**config.mk**
```make
export PLATFORM = sky130hd
export DESIGN_NAME = ttl_ram
export DESIGN_NICKNAME = d
export VERILOG_FILES = /design/src/design/thermistor_table_linearizer_top_assert.svh /design/src/design/ttl_ram.sv
export SDC_FILE = /design/constraint.sdc
export NUM_CORES = 1
export LEC_CHECK = 0
export BUFFER_PORTS_ARGS = -buffer_cell sky130_fd_sc_hd__buf_2
export CORE_MARGIN = 10
export CORE_UTILIZATION = 65
export DETAILED_ROUTE_END_ITERATION = 12
export PLACE_DENSITY_LB_ADDON = 0.05
export SLEW_MARGIN = 25
export SYNTH_ARGS = -nofsm -noshare
export SYNTH_HDL_FRONTEND = slang
export SYNTH_SLANG_ARGS = --single-unit
export TNS_END_PERCENT = 1
```
**constraint.sdc**
```tcl
create_clock -name clk -period 2.62 [get_ports clk]
set_clock_uncertainty 0.2 [all_clocks]
set_input_delay 0.131 -clock clk [delete_from_list [all_inputs] [get_ports clk]]
set_output_delay 0.131 -clock clk [all_outputs]
set_load 0.01 [all_outputs]
```
**src/design/thermistor_table_linearizer_top_assert.svh**
```systemverilog
// assertion macros used by the RTL in ttl_back
`ifndef THERMISTOR_TABLE_LINEARIZER_TOP_ASSERT_SVH
`define THERMISTOR_TABLE_LINEARIZER_TOP_ASSERT_SVH

// same-cycle implication
`define TTL_ASSERT_IMP(label, clk, rst_n, ante, cons) \
	label: assert property (@(posedge clk) disable iff (!rst_n) (ante) |-> (cons)) \
		else $error("assertion failed");

// next-cycle implication
`define TTL_ASSERT_NXT(label, clk, rst_n, ante, cons) \
	label: assert property (@(posedge clk) disable iff (!rst_n) (ante) |=> (cons)) \
		else $error("assertion failed");

`endif

```
**src/design/ttl_ram.sv**
```systemverilog
module ttl_ram #(
	parameter int WIDTH = 8,
	parameter int DEPTH = 16
) (
	input  logic                     clk,
	input  logic                     we,
	input  logic [$clog2(DEPTH)-1:0] waddr,
	input  logic [WIDTH-1:0]         wdata,
	input  logic [$clog2(DEPTH)-1:0] raddr,
	output logic [WIDTH-1:0]         rdata
);
	logic [WIDTH-1:0] mem_q [DEPTH];

	always_ff @(posedge clk) begin
		if (we) begin
			mem_q[waddr] <= wdata;
		end
		rdata <= mem_q[raddr];
	end
endmodule

```
# Word level (Yosys, flattened, before mapping)

Memories as Yosys holds them, arrays and structs flattened. A register that Yosys moved wholly into a read port is not among the register bits.
Cells that the tools add are included.

RAM bits: 128
Register bits: 0
Output and inout bits: 8
Word-level logic and storage cells: 3
Memories kept: 1
Input port bits: 18

Memory list:

| memory | depth | width | rd ports | clocked after Yosys merged registers in | write ports | RTL line      | text |
|---|---|---|---|---|---|---|---|
| mem_q  | 16    | 8     | 1        | 1                                       | 1           | ttl_ram.sv:12 | `logic [WIDTH-1:0] mem_q [DEPTH];` |

Muxes and demuxes: 2

Operators with widths:

| cell             | number |
|---|---|
| 2-to-1 mux 1 bit | 2 |

# Longest topological paths before layout

Depth after elaboration: 2
Depth in mapped cells: 5

# Least setup slack after synthesis

No wires, ideal clock.

Path kind: input-to-reg
From: input port waddr[2]
To: memory mem_q[0][0], enable pin
Data required time: 2.037 ns
Data arrival time: 1.241 ns
Cell stages on the path: 2
Slack: 0.796 ns
Path buffers: 0
Setup time: 0.383 ns
Cell sequence: or3b_2 nor3_1

RTL lines:

| item        | RTL line      | text |
|---|---|---|
| from (decl) | ttl_ram.sv:7  | `input logic [$clog2(DEPTH)-1:0] waddr,` |
| to (decl)   | ttl_ram.sv:12 |  |

Straight into the memory's write port.

# Final worst setup path

From: input port waddr[1]
To: memory mem_q[4][0], enable pin

Straight into the memory's write port.

==> impl_metrics.py <==
metrics = {
    "setup_path": {
        "worstSetupStartpoint": "waddr[1]",
        "r2r-end": "rdata[5]",
        "critPathTopFamily": "buffers and inverters",
        "worst_setup_path_start_kind": "input port",
        "timing.critical_path.slowest_stage_cell": "sky130_fd_sc_hd__dlygate4sd3_1",
        "cp.required_ns": 2.62,
        "path_cells": "dlygate4sd3_1 > buf_2 > nor3_1 > dlygate4sd3_1",
        "max_stage_delay_ns": 0.71,
        "cp_max_fo": 7,
        "worst_path_most_repeated_cell": "sky130_fd_sc_hd__dlygate4sd3_1",
        "critical_path.n_buffers_inverters": 3,
        "crit_type": "input port to flop",
        "timing.reg2reg.worst_path_depth": 3,
        "r2r_start": "mem_q[1][5]",
        "timing.critical_path.to_type": "flop",
        "setup.reg_to_reg.worst_slack_ns": 1.03,
        "worstPathArrival_ns": 1.84,
    },
    "final_layout": {
        "insertedDiodeCount": 0,
        "final_nets": 307,
        "final_layout_size_suffix_gt1_frac": 0.295,
        "area_growth_syn_to_layout_pct": 18.6,
    },
    "sta": {
        "final_critical_path_setup_slack_ns": 0.780,
        "rsz0062_at_grt": "no",
        "timing_worst_slew_pin_value_ns": 0.748,
        "total_setup_violations_reported_at_the_end_of_the_flow": 0,
        "setup_tns_after_final_layout_ns": 0,
        "max-slew-margin-rel": 0.500,
        "timing.final.crit_share": 0.702,
        "max_transition_viols_final": 0,
        "hold_viol_final": 0,
        "maxClockFrequency_ghz": 0.544,
        "layout_min_cycle_time_ns": 1.84,
    },
    "min_path": {
        "worst_hold_path.endpoint": "rdata[0]",
        "whs_path_depth": 4,
        "hold_class": "input port to flop",
        "hp-start": "raddr[3]",
    },
    "synthesis": {
        "synth.mux.area_fraction": 0.150,
        "yosys.cell_types.count": 19,
        "ys_seq_area_frac": 0.778,
        "main_combinational_cell_family_by_area_after_synthesis": "multiplexers",
        "ys_seq_elements": 136,
        "synth_commonest_cells": "128 x sky130_fd_sc_hd__edfxtp_1, 18 x sky130_fd_sc_hd__mux4_2, 16 x sky130_fd_sc_hd__a22oi_1",
        "syn_area_um2": 5150,
        "postSynth.asyncResetShare": 0,
        "postSynthAreaPerCell_um2": 22.5,
        "yosys.area_share.xor_xnor": 0,
        "synth.net_count": 247,
        "compound_cell_area_share_of_the_yosys_netlist": 0.0233,
        "yosys_warnings": 0,
        "synth-simple-area-share": 0.0318,
        "ys_top_cells_by_area": "sky130_fd_sc_hd__edfxtp_1 75%, sky130_fd_sc_hd__mux4_2 7.9%, sky130_fd_sc_hd__mux4_1 7.1%",
        "most_used_standard_cell_by_instance_count_after_synthesis": "sky130_fd_sc_hd__edfxtp_1",
        "synth_edf_count": 128,
        "syn_inst": 229,
        "yosys.area.top_type": "sky130_fd_sc_hd__edfxtp_1",
        "postSynth.topFlopCell": "sky130_fd_sc_hd__edfxtp_1",
        "synth_top_area_frac": 0.747,
        "yosys.area_share.adder": 0,
    },
    "global_route": {
        "grt.overflow.total": 0,
        "number_of_antenna_violations_at_the_first_check_in_global_routing": 0,
        "vias_in_the_first_global_route": 2781,
        "grt_use_total": 0.194,
        "grt_pass1_wl_mm": 16.3,
        "maximum_number_of_pins_on_one_net_before_global_route_repair": 26,
        "met1_resource_use_gr": 0.243,
        "globalRouteMet3Util": 0.0525,
        "global_route.usage.met2": 0.315,
        "globalRoute.busiestLayer": "met2",
    },
    "detailed_routing": {
        "route.detailed.vias_per_inst": 6.34,
        "drt_first_iter_violations": 162,
        "detailedRoute.firstPassIterationCount": 5,
        "vias": 2562,
        "detail_route.wl_per_cell_um": 26.1,
        "drt_drc_violations_left": 0,
        "drt_wl_total_mm": 10.5,
        "ant_nets": 0,
    },
    "clocking": {
        "setup_repair_bufs_after_cts": 0,
        "clk_pin_slew_worst_paths_ns": 0.06,
        "tritoncts_num_sinks": 136,
        "cts_buffers": 17,
        "clock_tree.root_cell": "sky130_fd_sc_hd__clkbuf_8",
        "cts_tree": "yes",
        "clk_latency_worst_skew_pair_ns": 0.51,
        "ctsHtreeMaxLevel": 4,
        "clock_tree.buffer_depth": 2,
    },
    "job": {
        "cap_violations": 0,
    },
    "power": {
        "ir_drop_mv": 0.542,
        "static-leakage-power_uw": 0.00209,
        "power_density_nw_per_um2": 802,
    },
    "die": {
        "coreArea_um2": 7730,
        "floorplan.initialDensity": 0.666,
        "ios": 26,
        "num_rows": 32,
        "fp.dieArea_um2": 11900,
        "die_height_um": 109,
        "die_width_um": 109,
    },
    "placement": {
        "dp_slack_ns": 0.700,
        "detailedPlacementHpwl_mm": 6.28,
        "port_buffers": 25,
        "place.gp.congestion": 0.768,
    },
    "run_status": {
        "result_of_the_run": "completed",
    },
}
[registers in the layout, indices dropped and copies added, names as in the netlist]
register,flops
mem_q,128
rdata,8
[kinds of logic (layout without fill, tap and decap cells)]
logic type | after synthesis | in the layout
AO/OA/AOI/OAI | 16 | 16
buffers and inverters | 10 | 83
flip-flops | 136 | 136
multiplexers | 32 | 32
AND/OR/NAND/NOR | 35 | 35
[stage by stage]
| step | utilization | cells | area [um2] | power, uW | hold WS (ns) |
|---|---|---|---|---|---|
| 6_report | 0.790 | 404 | 6100 | 4900 | 0.0400 |
| 3_5_place_dp | 0.704 | 361 | 5440 | 2720 | 0.322 |
| 3_3_place_gp | 0.704 | 361 | 5440 | 2710 | 0.303 |
| 2_1_floorplan | - | 229 | 5150 | 2620 | 0.0299 |
| 4_1_cts | 0.790 | 404 | 6100 | 4910 | 0.00289 |
| 5_1_grt | 0.790 | 404 | 6100 | 5020 | 0.0727 |
[placed cells by master, fill, tap and decap left out]
cell,instances
sky130_fd_sc_hd__clkinv_2,5
sky130_fd_sc_hd__edfxtp_1,128
sky130_fd_sc_hd__mux4_1,14
sky130_fd_sc_hd__nand3_1,1
sky130_fd_sc_hd__clkbuf_8,1
sky130_fd_sc_hd__dlygate4sd3_1,11
sky130_fd_sc_hd__clkbuf_16,16
sky130_fd_sc_hd__buf_4,14
sky130_fd_sc_hd__inv_6,1
sky130_fd_sc_hd__and2b_1,1
sky130_fd_sc_hd__nand2b_1,2
sky130_fd_sc_hd__buf_2,25
sky130_fd_sc_hd__nor2_1,13
sky130_fd_sc_hd__nand3b_1,2
sky130_fd_sc_hd__mux4_2,18
sky130_fd_sc_hd__clkinvlp_4,4
sky130_fd_sc_hd__nor2b_1,1
sky130_fd_sc_hd__nand2_1,9
sky130_fd_sc_hd__a22oi_1,16
sky130_fd_sc_hd__clkbuf_1,2
sky130_fd_sc_hd__or3b_2,1
sky130_fd_sc_hd__dfxtp_1,8
sky130_fd_sc_hd__and2_1,1
sky130_fd_sc_hd__clkinv_4,1
sky130_fd_sc_hd__bufinv_16,2
sky130_fd_sc_hd__nor3_1,4
sky130_fd_sc_hd__buf_12,1
[worst max-delay path by stage]
stage	depth (start not counted)	end
after floorplan	2	mem_q[0][0]
after global placement	5	rdata[2]
after detailed placement	5	rdata[1]
after CTS	4	mem_q[4][3]
after global routing	4	mem_q[4][1]
final	4	mem_q[4][0]
[final cells by class]
class | count | area, um2
well taps | 102 | 128
clock inverters | 13 | 133
multi-input cells | 83 | 1060
flip-flops and latches | 136 | 4000
clock buffers | 19 | 422
repair buffers | 51 | 360
fillers | 381 | 1620
[tightest hold or removal path: stages]
cell,delay (ns)
sky130_fd_sc_hd__buf_2,0.12
sky130_fd_sc_hd__nor2_1,0.16
sky130_fd_sc_hd__a22oi_1,0.22
sky130_fd_sc_hd__nand2_1,0.07
[report_power, final]
part | leakage (uW) | internal (uW) | switching, uW
registers | 0.00122 | 2430 | 16.9
logic | 0.000603 | 104 | 137
clock network | 0.000264 | 1350 | 859
[timing repair]
| item | in CTS | in global routing |
|---|---|---|
| hold endpoints to repair | 147 | 0 |
| resized for setup | 0 | 0 |
| hold buffers | 11 | 0 |
[layer usage]
metal	up-vias	wire, um
met2	144	5330
met4	0	219
li1	1096	-
met3	22	1000
met5	-	0
met1	1300	3990
Note: power is estimated with default switching activity, not from simulation.
