[src/design/thermistor_table_linearizer_top_assert.svh]
// assertion macros used by the RTL in ttl_back
`ifndef THERMISTOR_TABLE_LINEARIZER_TOP_ASSERT_SVH
`define THERMISTOR_TABLE_LINEARIZER_TOP_ASSERT_SVH

// same-cycle implication
`define TTL_ASSERT_IMP(label, clk, rst_n, ante, cons) \
	label: assert property (@(posedge clk) disable iff (!rst_n) (ante) |-> (cons)) \
		else $error("assertion failed");

// next-cycle implication
`define TTL_ASSERT_NXT(label, clk, rst_n, ante, cons) \
	label: assert property (@(posedge clk) disable iff (!rst_n) (ante) |=> (cons)) \
		else $error("assertion failed");

`endif

[src/design/ttl_pkg.sv]
package ttl_pkg;
	localparam int TABLE_DEPTH_DEF = 64;
	localparam int ADC_BITS_DEF = 12;
	localparam int RES_W = 29;
	localparam int TEMP_W = 16;
	localparam int IDX_W = 6;
	localparam int PULLUP_W = 20;
	localparam int EUSED_W = 7;
	localparam int CFG_W = 20;
	localparam int STATUS_W = 3;
	localparam int CODE_W_MAX = 16;
	localparam int DIV_W = 46;

	localparam logic CFG_PULLUP = 1'b0;
	localparam logic CFG_EUSED = 1'b1;
	localparam logic [PULLUP_W-1:0] PULLUP_RST = 20'd4700;
	localparam logic [EUSED_W-1:0] EUSED_RST = 7'd61;

	localparam logic REQ_WRITE = 1'b0;

	localparam logic [STATUS_W-1:0] STS_EXACT = 3'd0;
	localparam logic [STATUS_W-1:0] STS_INTERP = 3'd1;
	localparam logic [STATUS_W-1:0] STS_COLD = 3'd2;
	localparam logic [STATUS_W-1:0] STS_HOT = 3'd3;
	localparam logic [STATUS_W-1:0] STS_INVALID = 3'd4;

	localparam logic [1:0] CMD_WRITE = 2'd0;
	localparam logic [1:0] CMD_CONV = 2'd1;
	localparam logic [1:0] CMD_ZERO = 2'd2;

	typedef struct packed {
		logic [1:0] kind;
		logic [IDX_W-1:0] idx;
		logic [RES_W-1:0] res;
		logic [TEMP_W-1:0] temp;
		logic [CODE_W_MAX-1:0] code;
	} cmd_t;

	typedef struct packed {
		logic start;
		logic [DIV_W-1:0] dividend;
		logic [RES_W-1:0] divisor;
	} div_req_t;

	typedef struct packed {
		logic busy;
		logic done;
		logic [DIV_W-1:0] quot;
		logic rem_nz;
	} div_rsp_t;
endpackage

[src/design/ttl_div.sv]
module ttl_div import ttl_pkg::*; (
	input  logic     clk,
	input  logic     arst_n,
	input  div_req_t req,
	output div_rsp_t rsp
);
	localparam int CNT_W = $clog2(DIV_W + 1);

	logic             busy_q;
	logic             done_q;
	logic [CNT_W-1:0] cnt_q;
	logic [RES_W-1:0] rem_q;
	logic [DIV_W-1:0] quo_q;
	logic [RES_W-1:0] dvs_q;
	logic [RES_W:0]   sh;
	logic             ge;

	assign sh = {rem_q, quo_q[DIV_W-1]};
	assign ge = sh >= {1'b0, dvs_q};

	always_ff @(posedge clk or negedge arst_n) begin
		if (!arst_n) begin
			busy_q <= 1'b0;
			done_q <= 1'b0;
			cnt_q <= '0;
		end else begin
			done_q <= 1'b0;
			if (req.start) begin
				busy_q <= 1'b1;
				cnt_q <= '0;
			end else if (busy_q) begin
				cnt_q <= cnt_q + 1'b1;
				if (cnt_q == CNT_W'(DIV_W - 1)) begin
					busy_q <= 1'b0;
					done_q <= 1'b1;
				end
			end
		end
	end

	always_ff @(posedge clk) begin
		if (req.start) begin
			rem_q <= '0;
			quo_q <= req.dividend;
			dvs_q <= req.divisor;
		end else if (busy_q) begin
			rem_q <= ge ? RES_W'(sh - {1'b0, dvs_q}) : sh[RES_W-1:0];
			quo_q <= {quo_q[DIV_W-2:0], ge};
		end
	end

	assign rsp.busy = busy_q;
	assign rsp.done = done_q;
	assign rsp.quot = quo_q;
	assign rsp.rem_nz = |rem_q;
endmodule

[config.mk]
export PLATFORM = sky130hd
export DESIGN_NAME = ttl_div
export DESIGN_NICKNAME = d
export VERILOG_FILES = /design/src/design/thermistor_table_linearizer_top_assert.svh /design/src/design/ttl_pkg.sv /design/src/design/ttl_div.sv
export SDC_FILE = /design/constraint.sdc
export NUM_CORES = 1
export LEC_CHECK = 0
export BUFFER_PORTS_ARGS = -buffer_cell sky130_fd_sc_hd__buf_4
export CAP_MARGIN = 20
export CORE_ASPECT_RATIO = 0.9
export CORE_MARGIN = 2
export CORE_UTILIZATION = 35
export CTS_CLUSTER_DIAMETER = 40
export DETAILED_ROUTE_END_ITERATION = 6
export GPL_TIMING_DRIVEN = 0
export MAX_ROUTING_LAYER = met4
export SLEW_MARGIN = 0
export SYNTH_ARGS = -nofsm -noshare
export SYNTH_HDL_FRONTEND = slang
export SYNTH_SLANG_ARGS = --single-unit
[constraint.sdc]
create_clock -name clk -period 5.1 [get_ports clk]
set_input_delay 0.255 -clock clk [delete_from_list [all_inputs] [get_ports clk]]
set_output_delay 0.255 -clock clk [all_outputs]
set_load 0.02 [all_outputs]
-- Yosys cells after proc, flatten, opt, wreduce, memory -nomap -nowiden
Cells that the tools add are included.
- output and inout bits: 49
- register bits: 112
- word-level logic and storage cells: 23
- eq/ne operators: 1
- $add $sub $neg: 2
- $lt $le $gt $ge: 1
- reduce and logical (&&, ||, !) cells: 2
- muxes and demuxes: 11
- operators with widths (operator ; count):
    $mux W46 ; 2
    $ge A30 B29 Y1 ; 1
    $mux W29 ; 1
    $reduce_or A29 Y1 ; 1
    $sub A29 B29 Y29 ; 1
    $mux W6 ; 2
    $add A6 B1 Y6 const B ; 1
    $eq A6 B6 Y1 const B ; 1
    $mux W1 ; 6
    $reduce_bool A2 Y1 ; 1

-- Depth between registers and ports, before layout
Gate-level depths: netlist of run 1.
- word-level depth: 4
- depth in mapped cells: 15
- depth with buffers taken out: 13

-- Least setup slack after synthesis of run 1
OpenSTA, ideal clock, no wires.
- path type: register to register
- from: register quo_q[45]
- to: register rem_q[10]
- slack: 2110 ps
- required time: 4972 ps
- stages on the path, launching flop included: 15
- data arrival time: 2863 ps
- cells stage by stage: edfxtp_1 -> inv_1 -> ha_1 -> inv_1 -> fa_1 -> a21o_1 -> a221oi_2 -> o211ai_2 -> nand3_1 -> a31oi_1 -> o21ai_2 -> buf_6 -> mux2_1 -> mux2i_1 -> nor2_1
- word-level cells in the longest chain between the ends: 2
- elaborated cells between the ends (all ways): 3
- classes of those cells: add/sub: 1; order compare: 1; mux: 1
- ends and longest elaborated chain (item ; RTL line ; RTL):
    start, declared ; ttl_div.sv:13 ; logic [DIV_W-1:0] quo_q;
    start signal, assigned ; ttl_div.sv:44 ; quo_q <= req.dividend;
    start signal, assigned ; ttl_div.sv:48 ; quo_q <= {quo_q[DIV_W-2:0], ge};
    $sub A29 B29 Y29 / $ge A30 B29 Y1 (equally long branches) ; ttl_div.sv:47, ttl_div.sv:19 ;
    $mux W29 (*) ; ttl_div.sv:47 ; rem_q <= ge ? RES_W'(sh - {1'b0, dvs_q}) : sh[RES_W-1:0];
    end signal, assigned ; ttl_div.sv:47 ;
    end, declared ; ttl_div.sv:12 ; logic [RES_W-1:0] rem_q;
Every way passes the cells marked *; elsewhere a longest branch is shown, timed or not.
A chain may end at the register's enable or synchronous reset.

-- Worst setup path in the final report of run 1
- from: register quo_q[45]
- to: register rem_q[22]
Same word-level chain as after synthesis.

==> results of run 1 <==
-- power groups by stage --
stage          Clock, W  Combinational, W  Sequential [W]
3_3_place_gp          0          0.000337         0.00109
6_report       0.000772          0.000342         0.00107
2_1_floorplan         0          0.000145         0.00113
4_1_cts        0.000792          0.000345         0.00107
3_5_place_dp          0          0.000343         0.00109
5_1_grt        0.000821          0.000374         0.00108
-- routing by layer --
layer | vias to the layer above | routed length, um | GRT usage [%]
met5 | - | 0 | -
met2 | 156 | 7320 | 28.7
met4 | 0 | 169 | 4.17
met3 | 13 | 1240 | 5.25
met1 | 2346 | 7470 | 24.2
li1 | 2419 | - | -
-- per-stage QoR --
stage	total power (W)	hold WS, ns	cells	instance area [um2]
final	0.00218	0.0650	966	7800
after global routing	0.00227	0.0476	966	7800
after CTS	0.00221	0.0492	966	7800
after detailed placement	0.00143	0.0840	949	7460
after global placement	0.00143	0.0820	948	7440
after floorplan	0.00127	-0.0406	582	6200
-- sequential cells by signal (all words and copies together), names as in the netlist --
signal and cells:
quo_q 46, cnt_q 6, dvs_q 29, done_q 1
busy_q 1, rem_q 29
-- final cells by class --
| class | count | area [um2] | share of cell area (%) |
|---|---|---|---|
| Tap cell | 240 | 300 | 3.85 |
| Multi-Input combinational cell | 395 | 2850 | 36.5 |
| Buffer | 30 | 145 | 1.86 |
| Clock inverter | 7 | 106 | 1.36 |
| Inverter | 45 | 169 | 2.16 |
| Clock buffer | 9 | 225 | 2.89 |
| Sequential cell | 112 | 3030 | 38.9 |
| Timing Repair Buffer | 128 | 976 | 12.5 |
-- Yosys cell counts, types with 7 or more instances --
master    count  share of area, %
inv_1        45               2.7
xor2_1       10               1.4
dfrtp_1       8               3.2
mux2_2       45               8.2
nor4_1       10               1.0
a31oi_1       7              0.71
a211oi_1     24               2.9
a21o_1       16               1.9
ha_1         31               6.3
mux2i_1      11               1.8
nand2_1      28               1.7
nand3_1       7              0.57
edfxtp_1     75                36
nand4_1       8              0.81
dfxtp_1      29               9.4
a21oi_1      42               3.4
o21ai_0      12              0.97
nor2_1       59               3.6
clkbuf_1     22               1.3
nor3_1        7              0.57
xnor2_1      17               2.4
-- worst max path at each step --
stage                          from   endpoint  slack (ns)  depth (start not counted)
after global placement      req[75]   quo_q[7]        1.59                          5
after global routing      quo_q[45]  rem_q[22]        1.51                         14
after floorplan           quo_q[45]  rem_q[10]        2.11                         14
after CTS                 quo_q[45]  rem_q[22]        1.73                         14
final                     quo_q[45]  rem_q[22]        1.71                         14
after detailed placement  quo_q[45]  rem_q[22]        1.76                         14
-- cells in the final DEF, fill, tap and decap left out, types with 2 or more instances in the layout --
master / n
o21ai_1: 3
nand3_1: 7
nor4_1: 10
and3_1: 4
nor2b_1: 3
buf_4: 129
nand2_1: 28
o21ai_0: 12
dfxtp_1: 29
nand4_1: 8
nor2_1: 59
clkbuf_1: 22
inv_1: 44
or4_1: 3
o21bai_1: 3
buf_2: 2
a31oi_1: 7
xnor2_1: 17
a21o_1: 16
nand2b_1: 5
mux2i_1: 11
and2_1: 2
o211a_1: 2
o21a_1: 3
clkbuf_16: 9
edfxtp_1: 75
o31a_1: 2
a21oi_1: 42
ha_1: 31
o22ai_1: 4
xor2_1: 10
nor3_1: 7
clkinv_8: 3
dfrtp_1: 8
a211oi_1: 24
or3_1: 2
mux2_2: 45
-- logic make-up after synthesis --
| family | after synthesis | synth area share, % |
|---|---|---|
| xor gates and xnor gates | 27 | 3.82 |
| muxes | 57 | 10.1 |
| and+or+nand+nor | 142 | 10.7 |
| adders and majority gates | 32 | 6.58 |
| DFF | 112 | 48.9 |
| buffers and inverters | 75 | 5.07 |
| AOI/OAI and AO/OA | 137 | 14.7 |
-- worst max-delay path: cells and delay by family, from the launching register on --
kind / cells / cell delay (ns)
fa+ha+maj: 2 / 0.57
flops: 1 / 0.44
buf+inv: 4 / 0.54
mux: 1 / 0.31
compound gates: 6 / 1.25
simple gates: 1 / 0.17
==> impl_metrics.yaml, run 1 <==
status:
  status: "finished clean"
sta:
  worst_slack_ns: 1.71
  timing.final.crit_share_pct: 66.5
  fin_setup_tns_ns: 0
  finalHoldViolCount: 0
  max_freq_mhz: 295
  min_period_ns: 3.39
  relSlewSlack_pct: 53.6
  worst_pin_slew_ns: 0.696
  fin_worst_skew_ns: 0.0148
  finalSetupViolCount: 0
  rsz0062_at_grt: "no"
  maxSlewViolCount: 0
floorplanning:
  fp.dieH_um: 130
  initial_core_util_pct: 35.4
  design.core.area_mm2: 0.0175
  die_x_um: 144
  io-pin-count: 127
  dieArea_mm2: 0.0188
  fp-row-count: 46
min_path:
  holdPathEnd: "dvs_q[27]"
  hold_class: "input pin to register"
  min_path_cells: 1
  holdCritStartpoint: "req[27]"
setup_path:
  critPathKind: "register to register"
  r2r-end: "rem_q[22]"
  arrival_ns: 3.65
  path_common_cell: "inv_1"
  crit_fanout: 10
  cp_slowest_stage_delay_ns: 0.44
  ff2ff_path_depth: 14
  crit_path_end_kind: "register"
  timing.rr.start: "quo_q[45]"
  reg2reg_setup_slack_ns: 1.71
  required_ns: 5.36
  cp_slowest_cell: "edfxtp_1"
  cp_cell_sequence: "inv_1, ha_1, inv_1, fa_1, a21o_1, a221oi_2, o211ai_2, nand3_1, a31oi_1, o21ai_2, buf_6, buf_4, mux2i_1, o21ai_1"
  crit_path_start_kind: "register"
synth:
  synth.distinct_cells: 63
  syn_inst: 582
  synth_fp_nets: 692
  syn_area_mm2: 0.00620
  ys_async_sr_fraction_pct: 7.14
  yosys_most_used_dff: "edfxtp_1"
  synth_edf_count: 75
  avgSynthCellArea_um2: 10.6
  ys_seq_area_share_pct: 48.9
  ys_warn_count: 0
  synth-seq-cells: 112
route:
  drc: 0
  num_vias: 4934
  totalWireLength_mm: 16.2
  drtPass1Iterations: 5
  vias_per_cell: 5.11
  drtAntennaViolNets: 0
  wl_per_cell_um: 16.8
  first_iter_violations: 310
finish:
  nNetsFinal: 831
  drive_above_1_share_pct: 27.8
  syn_to_final_growth_pct: 25.9
  n_fill_cell: 1701
  num_antenna_cells: 0
  post-route-util_pct: 44.6
clock_tree:
  clk_pin_slew_worst_paths_ns: 0.08
  cts_inserted_buffers: 9
  cts_tree: "yes"
  hold_buffers: 1
  htreeDepth: 3
  cts-root-buf: "clkbuf_16"
  clockBufferDepth: 2
  clock_latency_ns: 0.36
  cts-resized-gates: 0
  clkSinkCount: 112
  cts_setup_buffers: 0
pwr:
  clkPwrFrac_pct: 35.4
  leakagePower_nw: 3.47
  internal_power_w: 0.00160
  irDropWorstVdd_mv: 0.154
  comb_power_share_pct: 15.7
  switchingPower_w: 0.000583
  p_seq_share_pct: 49.0
  power_density_mw_per_mm2: 280
  sw_frac_of_total_pct: 26.7
place:
  pre_cts_ws_ns: 1.76
  port_buffers: 126
  routabilityCongestion: 0.878
  dp_hpwl_mm: 12.2
flow_run:
  maxCapViolations: 0
global_routing:
  grt_max_degree: 47
  grt_pass1_wl_mm: 26.1
  grt_use_total_pct: 18.5
  grt_pass1_vias: 5094
  grt.overflow.total: 0
  antenna_found_initial: 0
No activity file was read; power rests on OpenSTA's default activity.
==> inputs of run 2 (changes only) <==
--- a/config.mk
+++ b/config.mk
@@ -5,6 +5,7 @@
 export SDC_FILE = /design/constraint.sdc
 export NUM_CORES = 1
 export LEC_CHECK = 0
+export ABC_AREA = 1
 export BUFFER_PORTS_ARGS = -buffer_cell sky130_fd_sc_hd__buf_4
 export CAP_MARGIN = 20
 export CORE_ASPECT_RATIO = 0.9
==> constraint.sdc (replaced) <==
create_clock -name clk -period 3.05 [get_ports clk]
set_input_delay 0.1525 -clock clk [delete_from_list [all_inputs] [get_ports clk]]
set_output_delay 0.1525 -clock clk [all_outputs]
set_load 0.02 [all_outputs]
==> impl_metrics.yaml, run 2 <==
status:
  status: "finished clean"
synth:
  synth-seq-cells: 112
  avgSynthCellArea_um2: 7.16
  yosys.area.top_type: "edfxtp_1"
  yosys_most_used_dff: "edfxtp_1"
  ys_warn_count: 0
  synth_top_family_by_area: "simple AND/OR/NAND/NOR gates"
  synth_compound_area_share_pct: 2.82
  synthAdderAreaFrac_pct: 5.86
  syn_area_mm2: 0.00696
  ys_seq_area_share_pct: 43.6
  synth.area.top_cells: "edfxtp_1, nand2_1, dfxtp_1, inv_1, ha_1"
  synth_edf_count: 75
  synth.distinct_cells: 37
  synth-xor-area-share_pct: 1.64
  synth.top_cell.area_share_pct: 32.4
  ys_async_sr_fraction_pct: 7.14
  synth_most_common_cell: "nand2_1"
  synth_fp_nets: 1082
  synth-simple-area-share_pct: 36.5
  synth_common_cells: "nand2_1, inv_1, edfxtp_1"
  muxShareOfSynthArea_pct: 0
  syn_inst: 972
route:
  first_iter_violations: 405
  drtPass1Iterations: 5
  totalWireLength_mm: 19.2
  num_vias: 6441
  drtAntennaViolNets: 0
  vias_per_cell: 4.62
  drc: 0
  wl_per_cell_um: 13.7
finish:
  layout_common_cells: "nand2_1, inv_1, buf_4, edfxtp_1, nor2_1"
  final_cells: 1395
  regMostFlops: "quo_q"
  nNetsFinal: 1250
  num_antenna_cells: 0
  drive_above_1_share_pct: 15.2
  n_fill_cell: 2042
  layout_commonest_cell: "nand2_1"
  largest_register_ff_count: 46
  top_regs: "quo_q x46, dvs_q x29, rem_q x29"
  syn_to_final_growth_pct: 27.3
global_routing:
  grt_use_total_pct: 19.1
  grt_max_degree: 36
  grt.overflow.total: 0
  grt_pass1_vias: 6127
  grt_pass1_wl_mm: 30.8
  antenna_found_initial: 0
clock_tree:
  clkSinkCount: 112
  htreeDepth: 3
  clockBufferDepth: 2
  cts_inserted_buffers: 9
  clk_pin_slew_worst_paths_ns: 0.10
  cts-root-buf: "clkbuf_16"
  cts-resized-gates: 0
  cts_setup_buffers: 0
  cts_tree: "yes"
  clock_latency_ns: 0.37
pwr:
  sw_frac_of_total_pct: 44.7
  clkPwrFrac_pct: 18.5
  leakagePower_nw: 4.59
  total_power_w: 0.00682
  p_seq_share_pct: 31.1
  comb_power_share_pct: 50.4
  switchingPower_w: 0.00305
  irDropWorstVdd_mv: 0.319
  power_density_mw_per_mm2: 770
  internal_power_w: 0.00378
setup_path:
  critPathKind: "register to register"
  arrival_ns: 2.90
  cp_cell_sequence: "inv_1, ha_1, inv_1, fa_1, nand2_1, nand3_1, nand3_1, nand2_1, nand2_1, nand2_1, nand2_2, nand3_4, buf_6, nor2_1, nor2_1, nand2_1, nand2_1"
  crit_path_end_kind: "register"
  cp_slowest_stage_delay_ns: 0.45
  required_ns: 3.31
  cp_slowest_cell: "fa_1"
  crit_path_start_kind: "register"
  path_common_cell: "nand2_1"
  crit_fanout: 10
sta:
  fin_worst_skew_ns: 0.0188
  max_freq_mhz: 379
  maxSlewViolCount: 0
  relSlewSlack_pct: 41.7
  finalSetupViolCount: 0
  fin_setup_tns_ns: 0
  min_period_ns: 2.64
  holdWs_ns: 0.0357
  finalHoldViolCount: 0
  rsz0062_at_grt: "no"
  worst_pin_slew_ns: 0.866
  timing.final.crit_share_pct: 86.5
min_path:
  hold_class: "input pin to register"
floorplanning:
  fp.dieH_um: 138
  io-pin-count: 127
  design.core.area_mm2: 0.0193
  fp-row-count: 48
  initial_core_util_pct: 36.0
  die_x_um: 153
  dieArea_mm2: 0.0210
place:
  port_buffers: 126
  dp_hpwl_mm: 15.0
  routabilityCongestion: 0.942
  dp_cells: 1349
flow_run:
  maxCapViolations: 0
[run 2: logic make-up after synthesis]
group / after synthesis
AND/OR/NAND/NOR: 613
AO/OA/AOI/OAI: 35
flip-flops: 112
adder cells (fa/ha/maj): 32
XOR/XNOR: 13
buffers and inverters: 167
[run 2: power by group through the flow]
stage / Sequential (W) / Clock (W) / Combinational (W)
final: 0.00212 / 0.00126 / 0.00344
after global routing: 0.00216 / 0.00137 / 0.00390
after CTS: 0.00212 / 0.00132 / 0.00344
after detailed placement: 0.00215 / 0 / 0.00340
after global placement: 0.00215 / 0 / 0.00338
after floorplan: 0.00217 / 0 / 0.00240
[run 2: layout make-up]
cell class	count	area (um2)	share of cell area [%]
Multi-Input combinational cell	693	3260	36.7
Sequential cell	112	3030	34.2
Timing Repair Buffer	157	1270	14.3
Inverter	145	544	6.14
Tap cell	250	313	3.53
Clock buffer	9	225	2.54
Buffer	22	128	1.44
Clock inverter	7	96.3	1.09
[run 2: metrics by stage]
stage | setup slack (ns) | util [%] | instance area, um2
detailed placement | 0.421 | 42.6 | 8240
floorplan | 0.748 | - | 6960
global route | 0.205 | 45.8 | 8860
finish | 0.412 | 45.8 | 8860
global placement | 0.249 | 42.5 | 8220
CTS | 0.409 | 45.8 | 8860
[run 2: final timing paths]
| kind | startpoint | to | slack, ns | depth (start not counted) |
|---|---|---|---|---|
| min in group asynchronous | arst_n | done_q | 0.14 | 2 |
| worst max-delay path | quo_q[45] | rem_q[12] | 0.41 | 17 |
| worst min register to register | rem_q[23] | rem_q[23] | 0.48 | 2 |
| worst min-delay path | req[46] | quo_q[17] | 0.04 | 3 |
| worst max register to register | quo_q[45] | rem_q[12] | 0.41 | 17 |
| max in group asynchronous | arst_n | cnt_q[1] | 2.78 | 2 |
[run 2: critical path: cells and delay by family (launching register included)]
family	cells	cell delay, ns
buf+inv	3	0.37
simple gates	12	1.12
flops	1	0.40
fa+ha+maj	2	0.64
[run 2: what timing repair did]
item	CTS	global route
hold endpoints to repair	37	0
endpoints found under the setup margin	0	0
hold buffers	30	0
[run 2: routing by layer]
| metal | GRT usage (%) | part of all wire, % |
|---|---|---|
| met1 | 25.6 | 49 |
| met2 | 29.6 | 43 |
| met3 | 4.22 | 6.9 |
| met4 | 4.78 | 1.3 |
| met5 | - | 0 |
