===== config.mk =====
export PLATFORM = sky130hd
export DESIGN_NAME = ttl_front_flat
export DESIGN_NICKNAME = d
export VERILOG_FILES = /design/src/design/thermistor_table_linearizer_top_assert.svh /design/src/design/ttl_pkg.sv /design/src/design/ttl_if.sv /design/src/design/ttl_front.sv /design/src/flat_wrapper.sv
export SDC_FILE = /design/constraint.sdc
export NUM_CORES = 1
export LEC_CHECK = 0
export BUFFER_PORTS_ARGS = -buffer_cell sky130_fd_sc_hd__buf_4
export CORE_MARGIN = 2
export CORE_UTILIZATION = 37
export DETAILED_ROUTE_END_ITERATION = 10
export PLACE_DENSITY = 0.65
export SKIP_LAST_GASP = 1
export SLEW_MARGIN = 5
export SYNTH_ARGS = -nofsm -noshare
export SYNTH_HDL_FRONTEND = slang
export SYNTH_SLANG_ARGS = --single-unit

===== constraint.sdc =====
create_clock -name clk -period 5.16 [get_ports clk]
set_input_delay 0.258 -clock clk [delete_from_list [all_inputs] [get_ports clk]]
set_output_delay 0.258 -clock clk [all_outputs]
set_load 0.02 [all_outputs]

===== src/design/thermistor_table_linearizer_top_assert.svh =====
// assertion macros used by the RTL in ttl_back
`ifndef THERMISTOR_TABLE_LINEARIZER_TOP_ASSERT_SVH
`define THERMISTOR_TABLE_LINEARIZER_TOP_ASSERT_SVH

// same-cycle implication
`define TTL_ASSERT_IMP(label, clk, rst_n, ante, cons) \
	label: assert property (@(posedge clk) disable iff (!rst_n) (ante) |-> (cons)) \
		else $error("assertion failed");

// next-cycle implication
`define TTL_ASSERT_NXT(label, clk, rst_n, ante, cons) \
	label: assert property (@(posedge clk) disable iff (!rst_n) (ante) |=> (cons)) \
		else $error("assertion failed");

`endif


===== src/design/ttl_pkg.sv =====
package ttl_pkg;
	localparam int TABLE_DEPTH_DEF = 64;
	localparam int ADC_BITS_DEF = 12;
	localparam int RES_W = 29;
	localparam int TEMP_W = 16;
	localparam int IDX_W = 6;
	localparam int PULLUP_W = 20;
	localparam int EUSED_W = 7;
	localparam int CFG_W = 20;
	localparam int STATUS_W = 3;
	localparam int CODE_W_MAX = 16;
	localparam int DIV_W = 46;

	localparam logic CFG_PULLUP = 1'b0;
	localparam logic CFG_EUSED = 1'b1;
	localparam logic [PULLUP_W-1:0] PULLUP_RST = 20'd4700;
	localparam logic [EUSED_W-1:0] EUSED_RST = 7'd61;

	localparam logic REQ_WRITE = 1'b0;

	localparam logic [STATUS_W-1:0] STS_EXACT = 3'd0;
	localparam logic [STATUS_W-1:0] STS_INTERP = 3'd1;
	localparam logic [STATUS_W-1:0] STS_COLD = 3'd2;
	localparam logic [STATUS_W-1:0] STS_HOT = 3'd3;
	localparam logic [STATUS_W-1:0] STS_INVALID = 3'd4;

	localparam logic [1:0] CMD_WRITE = 2'd0;
	localparam logic [1:0] CMD_CONV = 2'd1;
	localparam logic [1:0] CMD_ZERO = 2'd2;

	typedef struct packed {
		logic [1:0] kind;
		logic [IDX_W-1:0] idx;
		logic [RES_W-1:0] res;
		logic [TEMP_W-1:0] temp;
		logic [CODE_W_MAX-1:0] code;
	} cmd_t;

	typedef struct packed {
		logic start;
		logic [DIV_W-1:0] dividend;
		logic [RES_W-1:0] divisor;
	} div_req_t;

	typedef struct packed {
		logic busy;
		logic done;
		logic [DIV_W-1:0] quot;
		logic rem_nz;
	} div_rsp_t;
endpackage


===== src/design/ttl_if.sv =====
interface ttl_sample_if import ttl_pkg::*; #(
	parameter int ADC_BITS = ADC_BITS_DEF
);
	logic valid;
	logic ready;
	logic req_type;
	logic [IDX_W-1:0] entry_index;
	logic [RES_W-1:0] entry_resistance;
	logic signed [TEMP_W-1:0] entry_temperature;
	logic [ADC_BITS-1:0] adc_code;

	modport source (output valid, req_type, entry_index, entry_resistance,
		entry_temperature, adc_code, input ready);
	modport sink (input valid, req_type, entry_index, entry_resistance,
		entry_temperature, adc_code, output ready);
endinterface



===== src/design/ttl_front.sv =====
module ttl_front import ttl_pkg::*; #(
	parameter int TABLE_DEPTH = TABLE_DEPTH_DEF,
	parameter int ADC_BITS = ADC_BITS_DEF
) (
	input  logic         clk,
	input  logic         arst_n,
	ttl_sample_if.sink   sample,
	output cmd_t         cmd,
	output logic         cmd_valid,
	input  logic         cmd_ready
);
	cmd_t       q_q [2];
	logic       wr_ptr_q;
	logic       rd_ptr_q;
	logic [1:0] count_q;
	logic       push;
	logic       pop;
	cmd_t       in_cmd;

	// writes beyond the table are dropped here
	always_comb begin
		in_cmd.idx = sample.entry_index;
		in_cmd.res = sample.entry_resistance;
		in_cmd.temp = sample.entry_temperature;
		in_cmd.code = CODE_W_MAX'(sample.adc_code);
		if (sample.req_type == REQ_WRITE) begin
			in_cmd.kind = CMD_WRITE;
		end else if (sample.adc_code == '0) begin
			in_cmd.kind = CMD_ZERO;
		end else begin
			in_cmd.kind = CMD_CONV;
		end
	end

	assign sample.ready = count_q != 2'd2;
	assign push = sample.valid && sample.ready &&
		!(sample.req_type == REQ_WRITE && int'(sample.entry_index) >= TABLE_DEPTH);
	assign cmd_valid = count_q != 2'd0;
	assign cmd = q_q[rd_ptr_q];
	assign pop = cmd_valid && cmd_ready;

	always_ff @(posedge clk or negedge arst_n) begin
		if (!arst_n) begin
			wr_ptr_q <= 1'b0;
			rd_ptr_q <= 1'b0;
			count_q <= '0;
		end else begin
			if (push) begin
				wr_ptr_q <= !wr_ptr_q;
			end
			if (pop) begin
				rd_ptr_q <= !rd_ptr_q;
			end
			count_q <= count_q + {1'b0, push} - {1'b0, pop};
		end
	end

	always_ff @(posedge clk) begin
		if (push) begin
			q_q[wr_ptr_q] <= in_cmd;
		end
	end
endmodule


===== src/flat_wrapper.sv =====
// flat-port wrapper written by rule: the top's interface ports become plain ports
module ttl_front_flat import ttl_pkg::*;
#(
	parameter int TABLE_DEPTH = TABLE_DEPTH_DEF,
	parameter int ADC_BITS = ADC_BITS_DEF
)
  (clk, arst_n, cmd, cmd_valid, cmd_ready, sample_valid, sample_req_type, sample_entry_index, sample_entry_resistance, sample_entry_temperature, sample_adc_code, sample_ready);
  ttl_sample_if #(.ADC_BITS(ADC_BITS)) sample_i ();
  input  logic clk;
  input  logic arst_n;
  output cmd_t cmd;
  output logic cmd_valid;
  input  logic cmd_ready;
  input wire logic [$bits(sample_i.valid)-1:0] sample_valid;
  input wire logic [$bits(sample_i.req_type)-1:0] sample_req_type;
  input wire logic [$bits(sample_i.entry_index)-1:0] sample_entry_index;
  input wire logic [$bits(sample_i.entry_resistance)-1:0] sample_entry_resistance;
  input wire logic [$bits(sample_i.entry_temperature)-1:0] sample_entry_temperature;
  input wire logic [$bits(sample_i.adc_code)-1:0] sample_adc_code;
  output wire logic [$bits(sample_i.ready)-1:0] sample_ready;
  assign sample_i.valid = sample_valid;
  assign sample_i.req_type = sample_req_type;
  assign sample_i.entry_index = sample_entry_index;
  assign sample_i.entry_resistance = sample_entry_resistance;
  assign sample_i.entry_temperature = sample_entry_temperature;
  assign sample_i.adc_code = sample_adc_code;
  assign sample_ready = sample_i.ready;
  ttl_front #(.TABLE_DEPTH(TABLE_DEPTH), .ADC_BITS(ADC_BITS)) u_core (.clk(clk), .arst_n(arst_n), .sample(sample_i), .cmd(cmd), .cmd_valid(cmd_valid), .cmd_ready(cmd_ready));
endmodule

Word-level counts from Yosys, hierarchy flattened
Memory sizes are Yosys's and may differ from the RTL's.
Index checks and enable logic that the tools add are counted.
{"block": "word_totals", "reg_bits": 4, "latchBits": 0, "ramBits": 130, "mem_bits_ro": 0, "in_bits": 68, "wordCells": 17, "memories": 1}
{"block": "op_classes", "addsub": 2, "n_mul": 0, "n_div": 0, "magnitude_cmp": 0, "eq_ne": 1, "n_shift": 0, "mux": 4, "bitwise_logic": 0, "n_reduce_logical": 6}
{"name": "u_core.q_q", "words": 2, "width": 65, "read_ports": 1, "rd_ports_with_merged_regs": 0, "wr": 1, "line": "ttl_front.sv:12", "source": "cmd_t q_q [2];"}
{"cell": "$logic_not 12->1", "n": 1}
{"cell": "$mux 2", "n": 2}
{"cell": "$add 2x1->2", "n": 1}
{"cell": "$logic_and 1x1->1", "n": 2}
{"cell": "$logic_not 1->1", "n": 2}
{"cell": "$mux 1", "n": 2}
{"cell": "$ne 2x2->1 const B", "n": 1}
{"cell": "$reduce_bool 2->1", "n": 1}
{"cell": "$sub 2x1->2", "n": 1}

Logic depth before layout (Yosys ltp)
Gate-level depths: netlist of run 1.
{"block": "logic_depth", "depth_word": 4, "mapped_depth": 7, "depth_no_buf": 7}

Least setup slack after synthesis of run 1
No wires, ideal clock.
{"block": "synth_path", "path_kind": "flip-flop to flip-flop", "from": "register u_core.count_q[1]", "to": "memory u_core.q_q[0][0] in the netlist's numbering (enable)", "setup_ps": 488, "t_arrival_ps": 3469, "slack_ps": 1202, "stages_incl_launch_ff": 4, "path_buffers": 0, "synth_period_minus_slack_ps": 3958, "path_cell_list": "dfrtp_1 nand2b_1 nand2_1 nor2_1"}
{"block": "synth_between", "elab_chain_cells": 4}
{"element": "start: declaration", "line": "ttl_front.sv:15", "source": "logic [1:0] count_q;"}
{"element": "start signal: assignment", "line": "ttl_front.sv:54", "source": "count_q <= count_q + {1'b0, push} - {1'b0, pop};"}
{"element": "$ne 2x2->1", "line": "ttl_front.sv:35", "source": "assign sample.ready = count_q != 2'd2;"}
{"element": "net sample_ready", "line": "flat_wrapper.sv:20", "source": "output wire logic [$bits(sample_i.ready)-1:0] sample_ready;"}
{"element": "$logic_and 1x1->1", "line": "ttl_front.sv:36", "source": "assign push = sample.valid && sample.ready &&"}
{"element": "$mux 1", "line": "ttl_front.sv:59", "source": "if (push) begin"}
{"element": "$mux 1 (not written as such)", "line": "ttl_front.sv:60", "source": "q_q[wr_ptr_q] <= in_cmd;"}
{"element": "end: declaration", "line": "ttl_front.sv:12"}
The timed path passes the listed nets, and every way through them passes these cells.

Final worst setup path of run 1
{"block": "layout_path", "from": "register u_core.count_q[1]", "to": "memory u_core.q_q[0][18] in the netlist's numbering (enable)"}
{"block": "layout_between", "elab_chain_cells": 4}
{"element": "$ne 2x2->1", "line": "ttl_front.sv:35"}
{"element": "$logic_and 1x1->1", "line": "ttl_front.sv:36"}
{"element": "$mux 1", "line": "ttl_front.sv:59"}
{"element": "$mux 1 (not written as such)", "line": "ttl_front.sv:60"}
No other way between the ends.

==> results of run 1 <==
[how the worst min path moves through the flow]
stage / cells past startpoint / endpoint / slack (ns) / from
after floorplan: 0 / u_core.count_q[0] / -0.04 / arst_n
after global placement: 1 / u_core.count_q[1] / 0.06 / arst_n
after detailed placement: 1 / u_core.count_q[1] / 0.06 / arst_n
after CTS: 1 / u_core.q_q[1][49] / 0.01 / sample_entry_resistance[21]
after global routing: 1 / u_core.q_q[0][34] / 0.01 / sample_entry_resistance[6]
final: 1 / u_core.q_q[0][56] / 0.04 / sample_entry_resistance[28]
[cell usage in the layout (no fill, tap or decap), drive strengths merged]
cell type    synthesis  layout
a31oi                1       1
and2                 1       1
and3                 1       1
buf                 11     135
bufinv               0       1
clkbuf               0      20
clkinv               0       9
clkinvlp             0       2
conb                 1       4
dfrtp                4       4
dlygate4sd3          0       1
edfxtp             130     130
ha                   2       2
inv                  4       4
mux2                65      65
nand2                1       1
nand2b               1       1
nand3                1       1
nor2                 2       2
nor4                 3       3
or2                  1       1
xnor2                3       3
xor2                 1       1
[sequential cells by signal (all words and copies together), names as in the netlist]
register / count
u_core.count_q: 2
u_core.q_q: 130
u_core.rd_ptr_q: 1
u_core.wr_ptr_q: 1
[per-stage QoR]
stage	hold slack [ns]	total power (uW)	worst slack, ns	instances
after floorplan	-0.0376	2570	1.20	236
after global placement	0.0562	3050	2.69	540
after CTS	0.0132	4160	2.56	573
after global routing	0.0112	4280	2.42	573
after detailed placement	0.0587	3080	2.58	540
final	0.0383	4080	2.69	573
[layer usage]
layer | track usage (%) | routed length (microns) | vias up
met3 | 5.24 | 557 | 10
met4 | 4.53 | 101 | 0
li1 | - | - | 1195
met2 | 20.0 | 4460 | 85
met5 | 0 | 0 | -
met1 | 14.9 | 3820 | 1236
[power by group through the flow]
stage	Clock, uW	Sequential, uW	Combinational [uW]
2_1_floorplan	0	1570	991
3_3_place_gp	0	1700	1360
3_5_place_dp	0	1710	1370
4_1_cts	1090	1690	1370
5_1_grt	1140	1720	1430
6_report	1060	1680	1340
[cell type report]
cell class / instances / area share, %
tap: 180 / 3.30
multi-input combinational: 87 / 15.2
clock inverter: 12 / 1.28
sequential: 134 / 58.7
timing repair buffer: 136 / 15.0
inverter: 4 / 0.220
clock buffer: 20 / 6.39
[cells in the mapped netlist, drive strengths merged, types with 2 or more instances]
master / instances / area [sq um]
edfxtp: 130 / 3900
mux2: 65 / 882
buf: 11 / 96.3
dfrtp: 4 / 100
inv: 4 / 15.0
nor4: 3 / 18.8
xnor2: 3 / 26.3
ha: 2 / 25.0
nor2: 2 / 7.51
[what timing repair did]
item,4_1_cts,5_1_grt
buffers inserted,0,0
endpoints found under the hold margin,4,0
hold buffers,1,0
[kinds of logic after synthesis]
family / after synthesis
mux: 65
xor+xnor: 4
compound gates: 1
flops: 134
other cells: 1
buf+inv: 15
simple gates: 11
fa+ha+maj: 2
==> results.md, run 1 <==
* Outcome: finished clean
* Final non-filler cell area at 6830 sq um
* Drt total wl at 8940 microns
* Crit path depth at 4
* Utilization after layout at 49.8%
* Leak at 0.00267 uW
* Multiplexer area fraction after synthesis at 17.2%
* Largest net degree at the start of global routing at 67
* Core area at 13,700 sq um
* RSZ-0062 raised after global routing: no
* Compound-Gate Fraction of Synth Area at 0.122%
* R2R Setup Slk at 2.69 ns
* Setup violation total in the final timing report at 0
* Share of cells above drive strength 1 at 58.5%
* DRC viols at 0
* # Max-Cap Violations at 0
* Yosys warns at 0
* Starting DRT DRC Count at 127
* Critical Path Sink: u_core.q_q[0][18]
* Mapped Avg Cell Area at 22.0 sq um
* Root Driver: clkbuf_16
* Full die area at 14,800 sq um
* Nets at 450
* Number of gates resized after cts at 0
* GR Util All Layers at 12.4%
* XOR/XNOR Fraction of Synth Area at 0.683%
* Ports at 139
* Ys flop type: edfxtp_1
* Total number of vias at 2,526
* Comb power frac at 32.9%
* Final hold vios at 0
* Antenna fix cells at 0
* FF+latch area at 4010 sq um
* Critical path class: flop to flop
* Seq pwr share at 41.2%
* Worst R2R End: u_core.q_q[0][18]
* Post-synth EDFFs at 130
* Clock Path Buffers at 2
* Top cell family by delay on the critical path: simple AND/OR/NAND/NOR gates
* Slew HR at 20.2%
* Via count of the first global-routing pass at 2,631
* Clk pwr share at 25.9%
* Total number of H-tree levels at 4
* Layout area overhead at 33.2%
* Worst Path Arrival at 2.53 ns
* FF-to-FF path depth at 4
* Synthesized area at 5130 sq um
* Shortest period the worst path allows at 2.47 ns
* Syn Inst Count at 233
* GRT Residual Overflow at 0
* Post-DP HPWL at 5630 microns
* Worst-Skew Late Latency at 0.40 ns
* Internal Power at 2840 uW
* CP Cell Sequence: nand2b_1, nand2_1, nor2_4, buf_4
* Power Dens Cells at 598 nW/um^2
* Slowest cell on the critical path: nor2_4
* VDD IR max at 0.696 mV
* Antenna-violating nets left at 0
* Largest family of logic cells by synthesized area: multiplexers
* Clock buffer count from CTS at 17
* FF+latch count, synth at 134
* Post-DR wirelength/cell at 15.6 microns
* Sequential area share after synthesis at 78.1%
* Worst Path Required at 5.22 ns
* Routability cong. at 0.716
* Worst Max-Slew Pin Slew at 1.19 ns
* Die height at 122 microns
* CP peak stage delay at 0.92 ns
* Final Max Slew Viols at 0
* Setup tns final at 0 ns
* Antenna violations before repair at 0
* Worst r2r src: u_core.count_q[1]
* Worst-path fanout max at 40
* Drt pass-1 iters at 4
* CP startpoint: u_core.count_q[1]
* Switching Power at 1240 uW
* Vias per std cell at 4.41
* Critical Path Start Type: flop
* Die Wd at 122 microns
* Post-synthesis cell type count at 21
* Clock skew at 0.00770 ns
* Period Utilization, post-route at 47.8%
* TritonCTS clock tree: yes
* Max Fclk at 405 MHz
* Clk sinks at 134
* WP buf/inv at 1
* Min-Delay Path Class: input pin to flop
* CP Capture Type: flop
* Multi-input logic area at 1040 sq um
* Clk slew on worst S/H paths at 0.05 ns
* Rows at 43
* Synth async-reset ratio at 2.99%
* IO buf count at 134
* Synth Area in Simple Gates at 1.17%
* FILL cells at 1,165
* Switching fraction of total power at 30.5%
* First-pass GRT wire length at 13,400 microns
* Area after DPL at 6300 sq um
* Starting Density at 37.4%
* Adder-Cell Fraction of Synth Area at 0.488%
No activity file was read; power rests on OpenSTA's default activity.
==> run 2: changes to the inputs <==
Settings changed: PLACE_DENSITY 0.65 to 0.67.
Clock period 5.16 ns to 2.2 ns, I/O delays scaled along.
==> run 2 against run 1 <==
- final area is 10% higher
- sequential share of layout area decreased by 5.3 points
- wire length grew 8.2%
- clock skew fell by 0.0027 ns
- worst hold slack better by 0.0030 ns
- sequential power increased by 120%
- register-to-register slack lost 2.2 ns
- global-route usage up 1.1 points
- total power grew 140%
- via count increased by 11%
- highest routed layer unchanged
==> results.md, run 2 (same netlist as run 1, synthesis figures left out) <==
* Outcome: finished clean
* First-pass GRT wire length at 14,600 microns (+9.1%)
* Commonest non-fill, non-tap cell in the layout: buf_4
* Share of cells above drive strength 1 at 50.4% (-8.1 points)
* # Max-Cap Violations at 0 (unchanged)
* GRT Residual Overflow at 0 (unchanged)
* Antenna violations before repair at 0 (unchanged)
* Starting Density at 37.4% (unchanged)
* Die Wd at 122 microns (unchanged)
* Setup violation total in the final timing report at 0 (unchanged)
* Critical Path Start Type: flop
* Power Dens Cells at 1280 nW/um^2 (+110%)
* Die height at 122 microns (unchanged)
* Commonest non-fill, non-tap cells in the layout: 139 x buf_4, 130 x edfxtp_1, 64 x dlygate4sd3_1
* Max Fclk at 512 MHz
* Worst r2r src: u_core.count_q[1]
* Switching Power at 2940 uW (+140%)
* Antenna fix cells at 0 (unchanged)
* Leak at 0.00297 uW (+11%)
* Clk pwr share at 24.0% (-1.9 points)
* Worst Max-Slew Pin Slew at 0.506 ns (-0.688 ns)
* Total number of H-tree levels at 4 (unchanged)
* Largest register FFs at 130 (unchanged)
* Starting DRT DRC Count at 113 (-11%)
* Largest registers: u_core.q_q (130), u_core.count_q (2)
* Period Utilization, post-route at 88.8%
* Rows at 43 (unchanged)
* CP Capture Type: primary output
* Routability cong. at 0.674 (-5.8%)
* Min-Delay Path Class: input pin to async pin
* Clock skew at 0.00496 ns (-0.00274 ns)
* Shortest period the worst path allows at 1.95 ns
* Multi-input logic area at 1040 sq um (unchanged)
* Post-DR wirelength/cell at 15.1 microns (-3.1%)
* Clock Path Buffers at 2 (unchanged)
* Top cell family by delay on the critical path: flip-flops
* Switching fraction of total power at 30.5% (+0.044 points)
* R2R Setup Slk at 0.53 ns (-2.16 ns)
* CP Cell Sequence: buf_12, mux2_2, buf_4
* Clock buffer count from CTS at 17 (unchanged)
* Worst-path fanout max at 31 (-23%)
* Antenna-violating nets left at 0 (unchanged)
* Slew HR at 66.2% (+46 points)
* Via count of the first global-routing pass at 3,021 (+15%)
* Setup tns final at 0 ns (unchanged)
* GR Util All Layers at 13.4% (+1.1 points)
* Largest net degree at the start of global routing at 55 (-18%)
* FILL cells at 1,072 (-8.0%)
* Core area at 13,700 sq um (unchanged)
* Clk sinks at 134 (unchanged)
* Final Max Slew Viols at 0 (unchanged)
* Clk slew on worst S/H paths at 0.05 ns (about the same)
* Post-DP HPWL at 5930 microns (+5.4%)
* Layout area overhead at 46.5%
* Worst Path Arrival at 1.84 ns (-0.69 ns)
* TritonCTS clock tree: yes
* Worst hold margin at 0.0413 ns (+0.00302 ns)
* Internal Power at 6700 uW (+140%)
* Worst Path Required at 2.09 ns (-3.13 ns)
* FF+latch area at 4010 sq um (unchanged)
* WP buf/inv at 2 (+1)
* Critical path class: flop to primary output
* Comb power frac at 37.6% (+4.7 points)
* Number of gates resized after cts at 0 (unchanged)
* Drt total wl at 9680 microns (+8.2%)
* Slowest cell on the critical path: dfrtp_4
* Root Driver: clkbuf_16
* FF-to-FF path depth at 7 (+3)
* Drt pass-1 iters at 4 (unchanged)
* CP startpoint: u_core.rd_ptr_q
* Final hold vios at 0 (unchanged)
* Tot Pwr at 9640 uW (+140%)
* Nets at 520 (+16%)
* VDD IR max at 0.731 mV (+5.0%)
* Biggest register: u_core.q_q
* Full die area at 14,800 sq um (unchanged)
* IO buf count at 134 (unchanged)
* PnR worst setup slack at 0.247 ns (-2.44 ns)
* Place WS at 0.485 ns (-2.09 ns)
* Vias per std cell at 4.37 (-0.93%)
* RSZ-0062 raised after global routing: no
* Ports at 139 (unchanged)
* Worst-Skew Late Latency at 0.40 ns (about the same)
* Seq pwr share at 38.5% (-2.7 points)
* Total number of vias at 2,795 (+11%)
* DRC viols at 0 (unchanged)
* Worst R2R End: u_core.count_q[1]
* CP peak stage delay at 0.58 ns (-0.34 ns)
run 2: changes by cell type in the layout (fill, tap and decap cells not counted):
cell / delta
buf_12: +2
buf_4: +4
clkinv_1: +2
buf_16: +1
clkinv_2: -2
clkinvlp_4: -2
dlygate4sd3_1: +63
bufinv_16: -1
run 2: worst max-delay path by stage:
stage / cells after the start / slack [ns] / endpoint
floorplan: 3 / 0.04 / u_core.q_q[0][0]
global route: 3 / 0.17 / cmd[3]
global placement: 3 / 0.50 / cmd[3]
CTS: 3 / 0.04 / cmd[3]
finish: 3 / 0.25 / cmd[3]
detailed placement: 3 / 0.48 / cmd[3]
run 2: final cells by class:
cell class                      count  area share [%]
Tap cell                          180            3.00
Sequential cell                   134            53.3
Clock buffer                       20            5.81
Multi-Input combinational cell     87            13.8
Inverter                            4           0.200
Timing Repair Buffer              206            23.3
Clock inverter                      9           0.533
run 2: per-layer routing:
metal  global-route usage, %  wire (microns)
met2                    23.8            5100
met5                       0               0
met3                    4.45             534
met4                    6.25             165
met1                    14.6            3880
run 2: timing repair:
| action | CTS | global route |
|---|---|---|
| setup buffers | 0 | 1 |
| setup endpoints to repair | 0 | 1 |
| hold buffers | 64 | 0 |
| endpoints found under the hold margin | 130 | 0 |
run 2: metrics by stage:
step,area [sq um],util [%],cells
final,7510,54.8,640
after global routing,7510,54.8,640
after CTS,7480,54.6,639
after detailed placement,6370,46.4,546
after global placement,6370,46.4,546
after floorplan,5150,-,236
run 2: power by group through the flow:
stage / combinational [uW] / sequential, uW / clock, uW
floorplan: 2330 / 3660 / 0
global placement: 3430 / 3790 / 0
detailed placement: 3460 / 3820 / 0
CTS: 3560 / 3770 / 2370
global route: 3860 / 3760 / 2480
finish: 3620 / 3710 / 2310
==> run 3: changes to the inputs <==
Settings changed: CORE_ASPECT_RATIO from default to 2.
==> run 3 against run 2 <==
- combinational power down 1%
- non-clock buffer count down 2
- global-route usage up 1.1 points
- die area up 0.38%
- clock power up 12%
- highest routed layer unchanged
==> results.md, run 3 (same netlist as run 1, synthesis figures left out) <==
* Shortest period the worst path allows at 1.95 ns (-0.00284 ns)
* Outcome: finished clean
* Final non-filler cell area at 7520 sq um (about the same)
* Utilization after layout at 55.6% (+0.89 points)
* Critical path class: flop to primary output
* Starting DRT DRC Count at 138 (+22%)
* Antenna-violating nets left at 0 (unchanged)
* Largest registers: u_core.q_q (130), u_core.count_q (2)
* Setup tns final at 0 ns (unchanged)
* RSZ-0062 raised after global routing: no
* Leak at 0.00297 uW (about the same)
* VDD IR max at 0.946 mV (+29%)
* Worst-path fanout max at 30 (-3.2%)
* Starting Density at 37.9% (+0.57 points)
* Worst hold margin at 0.0340 ns (-0.00737 ns)
* GR peak layer: met2
* Critical Path Start Type: flop
* Clk sinks at 134 (unchanged)
* IO buf count at 134 (unchanged)
* Worst Path Arrival at 1.84 ns (about the same)
* Place WS at 0.503 ns (+0.0176 ns)
* DRC viols at 0 (unchanged)
* GRT Residual Overflow at 0 (unchanged)
* Final hold vios at 0 (unchanged)
* Routability cong. at 0.700 (+3.8%)
* GR Layer Usage met3 at 3.30% (-1.1 points)
* Total number of vias at 2,842 (+1.7%)
* GR Util All Layers at 14.5% (+1.1 points)
* Met2 Resource Use GR at 27.9% (+4.1 points)
* Area after DPL at 6320 sq um (-0.67%)
* Commonest non-fill, non-tap cells in the layout: 138 x buf_4, 130 x edfxtp_1, 64 x dlygate4sd3_1
* Worst Path Required at 2.09 ns (about the same)
* Drt total wl at 10,600 microns (+9.3%)
* Rows at 60 (+40%)
* Nets at 518 (-0.38%)
* Post-DP HPWL at 6830 microns (+15%)
* Clock buffer count from CTS at 17 (unchanged)
* Ports at 139 (unchanged)
* TritonCTS clock tree: yes
* Root Driver: clkbuf_16
* Largest net degree at the start of global routing at 35 (-36%)
* # Max-Cap Violations at 0 (unchanged)
* Setup violation total in the final timing report at 0 (unchanged)
* Die height at 170 microns (+40%)
* CP Capture Type: primary output
* Share of cells above drive strength 1 at 51.8% (+1.4 points)
* Vias per std cell at 4.61 (+5.6%)
* Drt pass-1 iters at 4 (unchanged)
* Period Utilization, post-route at 88.6% (-0.13 points)
* Total number of H-tree levels at 4 (unchanged)
* Power Dens Cells at 1310 nW/um^2 (+2.4%)
* Largest register FFs at 130 (unchanged)
* First-pass GRT wire length at 15,700 microns (+7.2%)
* Clock skew at 0.00677 ns (+0.00181 ns)
* Via count of the first global-routing pass at 3,134 (+3.7%)
* Max Fclk at 513 MHz (+0.15%)
* Die Wd at 87.2 microns (-28%)
* Core area at 13,500 sq um (-1.5%)
* Biggest register: u_core.q_q
* GRT met1 Usage at 13.4% (-1.2 points)
* Post-CTS Setup Inserts at 0 (unchanged)
* Clk slew on worst S/H paths at 0.06 ns (about the same)
* Post-DR wirelength/cell at 17.2 microns (+14%)
* Layout area overhead at 46.7% (about the same)
* Final Max Slew Viols at 0 (unchanged)
* PnR worst setup slack at 0.250 ns (+0.00284 ns)
* Clock Path Buffers at 2 (unchanged)
* Full die area at 14,900 sq um (+0.38%)
* Commonest non-fill, non-tap cell in the layout: buf_4
* Antenna violations before repair at 0 (unchanged)
* Min-Delay Path Class: input pin to async pin
* Worst-Skew Late Latency at 0.41 ns (about the same)
* Antenna fix cells at 0 (unchanged)
## run 3: path summary, 6_finish.rpt
| path | cells past startpoint | to | start | slack (ns) |
|---|---|---|---|---|
| worst max-delay path | 3 | cmd[7] | u_core.rd_ptr_q | 0.25 |
| worst min-delay path | 2 | u_core.count_q[0] | arst_n | 0.03 |
| worst max register to register | 7 | u_core.count_q[1] | u_core.count_q[1] | 0.51 |
| worst min register to register | 1 | u_core.count_q[1] | u_core.count_q[1] | 0.51 |
| max in group asynchronous | 2 | u_core.rd_ptr_q | arst_n | 2.05 |
| min in group clk | 3 | u_core.rd_ptr_q | cmd_ready | 0.04 |
## run 3: through the flow
stage               power (uW)  std cells
floorplan                 5990        236
global placement          7240        520
detailed placement        7330        520
CTS                      10000        616
global route             10300        616
finish                    9890        616
## run 3: worst max-delay path: stages (launching register included)
cell	delay [ns]
dfrtp_4	0.62
buf_12	0.26
mux2_2	0.36
buf_4	0.16
## run 3: per-layer routing
layer	share of wire, %	vias to the layer above
li1	-	1333
met1	33	1412
met2	61	86
met3	3.3	11
met4	2.5	0
met5	0	-
## run 3: what timing repair did
| action | CTS | global route |
|---|---|---|
| resized for setup | 0 | 0 |
| hold buffers | 64 | 0 |
| endpoints found under the setup margin | 0 | 0 |
| hold endpoints to repair | 130 | 0 |
## run 3: layout make-up
cell class / count / area [sq um]
Tap cell: 155 / 194
Multi-Input combinational cell: 87 / 1030
Fill cell: 1073 / 5990
Clock buffer: 20 / 457
Sequential cell: 134 / 4010
Timing Repair Buffer: 204 / 1720
Clock inverter: 12 / 97.6
Inverter: 4 / 15.0
## run 3: power by group
part | switching [uW] | leakage (uW) | internal (uW)
Clock | 1060 | 0.000252 | 1520
Sequential | 224 | 0.00125 | 3500
Combinational | 1830 | 0.00146 | 1750
Total | 3120 | 0.00297 | 6770
